**src/rtl/gshc_pkg.sv**
```systemverilog
// ----------------------------------------------------------------------------
// gshc_pkg
// Types, tables and constants shared by the Gregorian / Solar Hijri date
// converter.
// ----------------------------------------------------------------------------
package gshc_pkg;

  // Direction codes carried in the kind field.
  localparam logic KIND_G2S = 1'b0;
  localparam logic KIND_S2G = 1'b1;

  // Reciprocal of 100 for the year reduction: floor(x / 100) equals
  // (x * 1311) >> 17 for every 12-bit x.
  localparam int unsigned  DIV100_SHIFT = 17;
  localparam logic [10:0]  DIV100_MUL   = 11'd1311;
  localparam logic [6:0]   CENTURY      = 7'd100;

  // Year offsets.
  localparam logic [7:0]   G2S_OFS_PRE  = 8'd78;
  localparam logic [7:0]   G2S_OFS_POST = 8'd79;
  localparam logic [7:0]   G2S_WRAP     = 8'd50;
  localparam logic [11:0]  G2S_BASE_LO  = 12'd1300;
  localparam logic [11:0]  G2S_BASE_HI  = 12'd1400;
  localparam logic [6:0]   S2G_OFS_PRE  = 7'd79;
  localparam logic [6:0]   S2G_OFS_POST = 7'd78;
  localparam logic [6:0]   S2G_WRAP     = 7'd70;
  localparam logic [11:0]  S2G_BASE_LO  = 12'd1900;
  localparam logic [11:0]  S2G_BASE_HI  = 12'd2000;

  // Month numbers that decide the year change.
  localparam logic [3:0]   MONTH_MAR    = 4'd3;
  localparam logic [3:0]   MONTH_DEY    = 4'd10;
  localparam logic [3:0]   MONTH_LAST   = 4'd12;
  localparam logic [4:0]   DAY_MAX      = 5'd31;

  // Day-offset tables, indexed [row][month - 1].
  localparam logic [4:0] SH_TAB [6][12] = '{
    '{5'd11, 5'd10, 5'd10, 5'd9,  5'd9,  5'd9,  5'd8,  5'd9,  5'd9,  5'd10, 5'd11, 5'd9},
    '{5'd20, 5'd20, 5'd21, 5'd21, 5'd22, 5'd22, 5'd22, 5'd22, 5'd21, 5'd21, 5'd20, 5'd19},
    '{5'd11, 5'd10, 5'd10, 5'd9,  5'd9,  5'd9,  5'd8,  5'd9,  5'd9,  5'd10, 5'd11, 5'd10},
    '{5'd20, 5'd20, 5'd21, 5'd21, 5'd22, 5'd22, 5'd22, 5'd22, 5'd21, 5'd21, 5'd20, 5'd19},
    '{5'd12, 5'd11, 5'd11, 5'd10, 5'd10, 5'd10, 5'd9,  5'd10, 5'd10, 5'd11, 5'd12, 5'd10},
    '{5'd19, 5'd19, 5'd20, 5'd20, 5'd21, 5'd21, 5'd21, 5'd21, 5'd20, 5'd20, 5'd19, 5'd18}
  };

  localparam logic [4:0] GR_TAB [6][12] = '{
    '{5'd20, 5'd19, 5'd19, 5'd19, 5'd20, 5'd20, 5'd21, 5'd21, 5'd21, 5'd21, 5'd20, 5'd20},
    '{5'd10, 5'd11, 5'd10, 5'd12, 5'd11, 5'd11, 5'd10, 5'd10, 5'd10, 5'd9,  5'd10, 5'd10},
    '{5'd19, 5'd18, 5'd20, 5'd20, 5'd21, 5'd21, 5'd22, 5'd22, 5'd22, 5'd22, 5'd21, 5'd21},
    '{5'd11, 5'd12, 5'd10, 5'd11, 5'd10, 5'd10, 5'd9,  5'd9,  5'd9,  5'd8,  5'd9,  5'd9},
    '{5'd20, 5'd19, 5'd20, 5'd20, 5'd21, 5'd21, 5'd22, 5'd22, 5'd22, 5'd22, 5'd21, 5'd21},
    '{5'd10, 5'd11, 5'd9,  5'd11, 5'd10, 5'd10, 5'd9,  5'd9,  5'd9,  5'd8,  5'd9,  5'd9}
  };

  // One source date.
  typedef struct packed {
    logic        kind;
    logic [11:0] year_in;
    logic [3:0]  month_in;
    logic [4:0]  day_in;
    logic [2:0]  weekday_in;
    logic [4:0]  hour_in;
    logic [5:0]  minute_in;
    logic [5:0]  second_in;
  } req_t;

  // One converted date.
  typedef struct packed {
    logic [11:0] year_out;
    logic [3:0]  month_out;
    logic [4:0]  day_out;
    logic [2:0]  weekday_out;
    logic [4:0]  hour_out;
    logic [5:0]  minute_out;
    logic [5:0]  second_out;
  } rsp_t;

endpackage

```
**src/rtl/gshc_conv.sv**
```systemverilog
// ----------------------------------------------------------------------------
// gshc_conv
// Combinational date conversion between Gregorian and Solar Hijri by
// table lookup.
// ----------------------------------------------------------------------------
module gshc_conv
  import gshc_pkg::*;
(
  input  req_t req,
  output rsp_t rsp
);

  logic [22:0] prod;
  logic [5:0]  quot;
  logic [12:0] quot_x100;
  logic [6:0]  yr;
  logic [2:0]  row;
  logic [3:0]  col;
  logic [4:0]  t1;
  logic [4:0]  t2;
  logic        day_le;
  logic        pre;
  logic [7:0]  g_short;
  logic [6:0]  s_ofs;
  logic [6:0]  s_short;
  logic [11:0] year_full;
  logic [4:0]  month_sum;
  logic [4:0]  month_mod;
  logic [5:0]  day_sum;
  logic [4:0]  day_res;

  // Reduce the year modulo 100 with a reciprocal multiply.
  assign prod      = req.year_in * DIV100_MUL;
  assign quot      = prod[22:DIV100_SHIFT];
  assign quot_x100 = quot * CENTURY;
  assign yr        = 7'(req.year_in - quot_x100[11:0]);

  // Table row pair from the year modulo 4, column from the month.
  always_comb begin
    if (req.kind == KIND_G2S) begin
      case (yr[1:0])
        2'd0:    row = 3'd0;
        2'd1:    row = 3'd2;
        default: row = 3'd4;
      endcase
    end else begin
      case (yr[1:0])
        2'd2:    row = 3'd2;
        2'd3:    row = 3'd4;
        default: row = 3'd0;
      endcase
    end
    if (req.month_in >= 4'd1 && req.month_in <= MONTH_LAST) begin
      col = req.month_in - 4'd1;
    end else begin
      col = 4'd11;
    end
  end

  // Table entries for the selected row pair and column.
  always_comb begin
    if (req.kind == KIND_G2S) begin
      t1 = GR_TAB[row][col];
      t2 = GR_TAB[row + 3'd1][col];
    end else begin
      t1 = SH_TAB[row][col];
      t2 = SH_TAB[row + 3'd1][col];
    end
    day_le = (req.day_in <= t1);
  end

  // Target year: a fixed offset from the reduced year, then the century.
  always_comb begin
    g_short = 8'd0;
    s_ofs   = 7'd0;
    s_short = 7'd0;
    if (req.kind == KIND_G2S) begin
      pre     = (req.month_in < MONTH_MAR) || (req.month_in == MONTH_MAR && day_le);
      g_short = {1'b0, yr} + (pre ? G2S_OFS_PRE : G2S_OFS_POST);
      year_full = {4'd0, g_short} + ((g_short < G2S_WRAP) ? G2S_BASE_HI : G2S_BASE_LO);
    end else begin
      pre   = (req.month_in < MONTH_DEY) || (req.month_in == MONTH_DEY && day_le);
      s_ofs = pre ? S2G_OFS_PRE : S2G_OFS_POST;
      if (yr >= s_ofs) begin
        s_short = yr - s_ofs;
      end else begin
        s_short = yr + (CENTURY - s_ofs);
      end
      year_full = {5'd0, s_short} + ((s_short < S2G_WRAP) ? S2G_BASE_HI : S2G_BASE_LO);
    end
  end

  // Target month: shift by 8 or 9 (G2S) or 1 or 2 (S2G), wrapped over twelve.
  always_comb begin
    if (req.kind == KIND_G2S) begin
      month_sum = {1'b0, req.month_in} + (day_le ? 5'd8 : 5'd9);
    end else begin
      month_sum = {1'b0, req.month_in} + (day_le ? 5'd1 : 5'd2);
    end
    if (month_sum >= 5'd24) begin
      month_mod = month_sum - 5'd24;
    end else if (month_sum >= 5'd12) begin
      month_mod = month_sum - 5'd12;
    end else begin
      month_mod = month_sum;
    end
  end

  // Target day: carry into the next month or drop the offset, capped at 31.
  always_comb begin
    day_sum = {1'b0, req.day_in} + {1'b0, t2};
    if (day_le) begin
      day_res = (day_sum > {1'b0, DAY_MAX}) ? DAY_MAX : day_sum[4:0];
    end else begin
      day_res = req.day_in - t1;
    end
  end

  // Assemble the result; the time of day passes through.
  always_comb begin
    rsp.year_out    = year_full;
    rsp.month_out   = month_mod[3:0] + 4'd1;
    rsp.day_out     = day_res;
    rsp.weekday_out = req.weekday_in;
    rsp.hour_out    = req.hour_in;
    rsp.minute_out  = req.minute_in;
    rsp.second_out  = req.second_in;
  end

endmodule

```
**config.mk**
```make
export PLATFORM = sky130hd
export DESIGN_NAME = gshc_conv
export DESIGN_NICKNAME = d
export VERILOG_FILES = /design/src/rtl/gshc_pkg.sv /design/src/rtl/gshc_conv.sv
export SDC_FILE = /design/constraint.sdc
export NUM_CORES = 1
export LEC_CHECK = 0
export BUFFER_PORTS_ARGS = -buffer_cell sky130_fd_sc_hd__buf_4
export CAP_MARGIN = 10
export CELL_PAD_IN_SITES_DETAIL_PLACEMENT = 0
export CELL_PAD_IN_SITES_GLOBAL_PLACEMENT = 1
export CORE_UTILIZATION = 40
export DETAILED_ROUTE_END_ITERATION = 6
export PLACE_DENSITY_LB_ADDON = 0.1
export RECOVER_POWER = 25
export SYNTH_ARGS = -nofsm -noshare
export SYNTH_HDL_FRONTEND = slang
export SYNTH_SLANG_ARGS = --single-unit
```
**constraint.sdc**
```tcl
create_clock -name vclk -period 20.5
set_input_delay 5.125 -clock vclk [all_inputs]
set_output_delay 5.125 -clock vclk [all_outputs]
set_load 0.01 [all_outputs]
```
==> impl_metrics.toml <==
[timing]
setup_viol = 0
slew_viol_final = 0
fin_hold_ws_ps = 10250
slew_headroom = 0.410
period_needed_ps = 18420
tns_ps = 0
worst_pin_slew_ps = 878
period_share = 0.898
max_freq_mhz = 54.3
hold_viol_final = 0
rsz0062_at_grt = "no"

[finish]
seq_cells = 0
stdcell_count = 865
area.sequential_sq_um = 0
fin_nets = 916
nFillCells = 1405
insertedDiodeCount = 0
clkbuf_count = 0
drive_gt1_frac = 0.0871
area_growth_pct = 6.65
final_util = 0.436

[routing]
route.detailed.drc = 0
dr.pass1.iters = 4
vias = 4486
drt-vias-per-instance = 5.19
wirelength_microns = 12100
ant_nets = 0
drtIter0Drc = 257
drt-wirelength-per-cell_microns = 14.0

[floorplan]
die_h_microns = 118
initial_core_util = 0.409
die_w_microns = 118
core_area_sq_um = 13200
num_rows = 42
die_area_sq_um = 14000
design.portCount = 83

[outcome]
status = "finished, final reports clean"

[logic_synthesis]
ys_top_cells_by_count = "ha_1 (136), inv_1 (132), a21oi_1 (48)"
ys_seq_area_frac = 0
yosys.area.top_type_share = 0.315
syn_nets = 901
synth_mux_area_frac = 0.0155
synth-adder-area-share = 0.490
synth_top_family_by_area = "adder cells"
netlist.top_cell.by_area = "ha_1"
synth_area_sq_um = 5400
synth_compound_area_frac = 0.173
synth.most_common_cell = "ha_1"
synth_area_leaders = "ha_1 (32%), fa_1 (17%), inv_1 (9.2%)"
ys_types = 59
yosys.area_share.simple = 0.118
syn-instance-count = 676
yosys_warnings = 0
avgSynthCellArea_sq_um = 7.98
synth_xor_area_frac = 0.0746

[global_route]
grt_usage = 0.177
grt_pass1_wl_microns = 21000
grt_max_degree = 31
grt_pass1_vias = 4513
globalRouteOverflowTotal = 0
antenna_found_initial = 0

[placement]
place_congestion = 0.850
dp.cells = 865
portBuffers = 43
dpl.hpwl_microns = 10500

[clock_tree]
cts_resized = 0
postCtsSetupRepairBufs = 0
holdBufCountCts = 0

[hold_path]
holdPathEnd = "rsp[10]"
worstHoldStart = "req[10]"
whs_path_depth = 0
hp-class = "in2out"

[worst_setup_path]
cp_max_fo = 7
critical_path_arrival_ps = 13290
startpoint_type = "input port"
cp_data_required_time_ps = 15380
crit_top_cell = "inv_1"
critPathMaxStageDelay_ps = 550
critical_path_class = "in2out"
slowest_stage = "fa_1"
end_kind = "output port"

[flow_run]
max_cap_violations = 0
==> stage by stage <==
step           setup WS (ps)  cell area [sq um]
2_1_floorplan           3020               5400
3_3_place_gp            2140               5760
3_5_place_dp            2030               5760
4_1_cts                 2020               5760
5_1_grt                 1510               5760
6_report                2080               5760
==> worst max-delay path, delay by kind of cell <==
kind | cells | cell delay [ps]
xor+xnor | 4 | 980
fa+ha+maj | 10 | 3680
compound gates | 12 | 2090
buf+inv | 9 | 760
simple gates | 4 | 660
==> layout by cell type, fill, tap and decap left out, types with 2 or more instances in the layout <==
cell	Yosys	layout
and3_1	3	3
nor3_1	10	10
mux2_2	2	2
clkinv_1	2	2
o221ai_1	3	3
nand3_1	12	12
o21a_1	2	2
xnor3_2	2	2
and3_4	2	2
inv_1	132	132
o31ai_1	2	2
a31oi_1	9	9
nand2_1	44	44
nor2_1	28	28
xnor2_1	25	25
mux2i_1	5	5
o31a_1	2	2
and2_1	2	2
xor2_1	13	13
o22ai_1	3	3
a21boi_0	2	2
o21ai_2	2	2
nand2b_1	7	7
nor3b_1	2	2
o21ai_1	2	2
a221oi_1	3	3
nor4_1	2	2
fa_1	47	47
o21ai_0	37	37
a2111oi_0	3	3
buf_4	20	44
a21oi_1	48	48
nor2b_1	5	5
nand4_1	3	3
a21o_1	15	15
o211ai_1	4	4
a211oi_1	4	4
ha_1	136	136
==> per-layer routing <==
metal  vias up  part of all wire  global-route usage  wire length, microns
met4         0            0.0037              0.0120                    45
met1      2121              0.51               0.256                  6150
met5         -                 0                   0                     0
met2        66              0.46               0.309                  5530
met3        14             0.029             0.00145                   345
li1       2285                 -                   -                     -
==> worst max path at each step <==
| stage | from | end | cells after the start |
|---|---|---|---|
| after detailed placement | req[33] | rsp[37] | 39 |
| after floorplan | req[34] | rsp[37] | 37 |
| final | req[33] | rsp[37] | 39 |
| after CTS | req[34] | rsp[37] | 39 |
| after global routing | req[34] | rsp[37] | 39 |
| after global placement | req[34] | rsp[37] | 39 |
==> logic make-up (layout without fill, tap and decap cells) <==
family / count (synthesis) / count (layout)
AND/OR/NAND/NOR: 128 / 128
XOR/XNOR: 41 / 41
multiplexers: 8 / 8
adder cells (fa/ha/maj): 183 / 183
buffers and inverters: 166 / 179
AO/OA/AOI/OAI: 150 / 150
==> layout make-up <==
cell class | count | area, sq um | area share
Inverter | 135 | 508 | 0.0882
Timing Repair Buffer | 44 | 330 | 0.0574
Tap cell | 176 | 220 | 0.0383
Multi-Input combinational cell | 510 | 4700 | 0.816
Power is not shown: default switching activity piles up to over one toggle a cycle in this logic, so the estimate is an artifact.
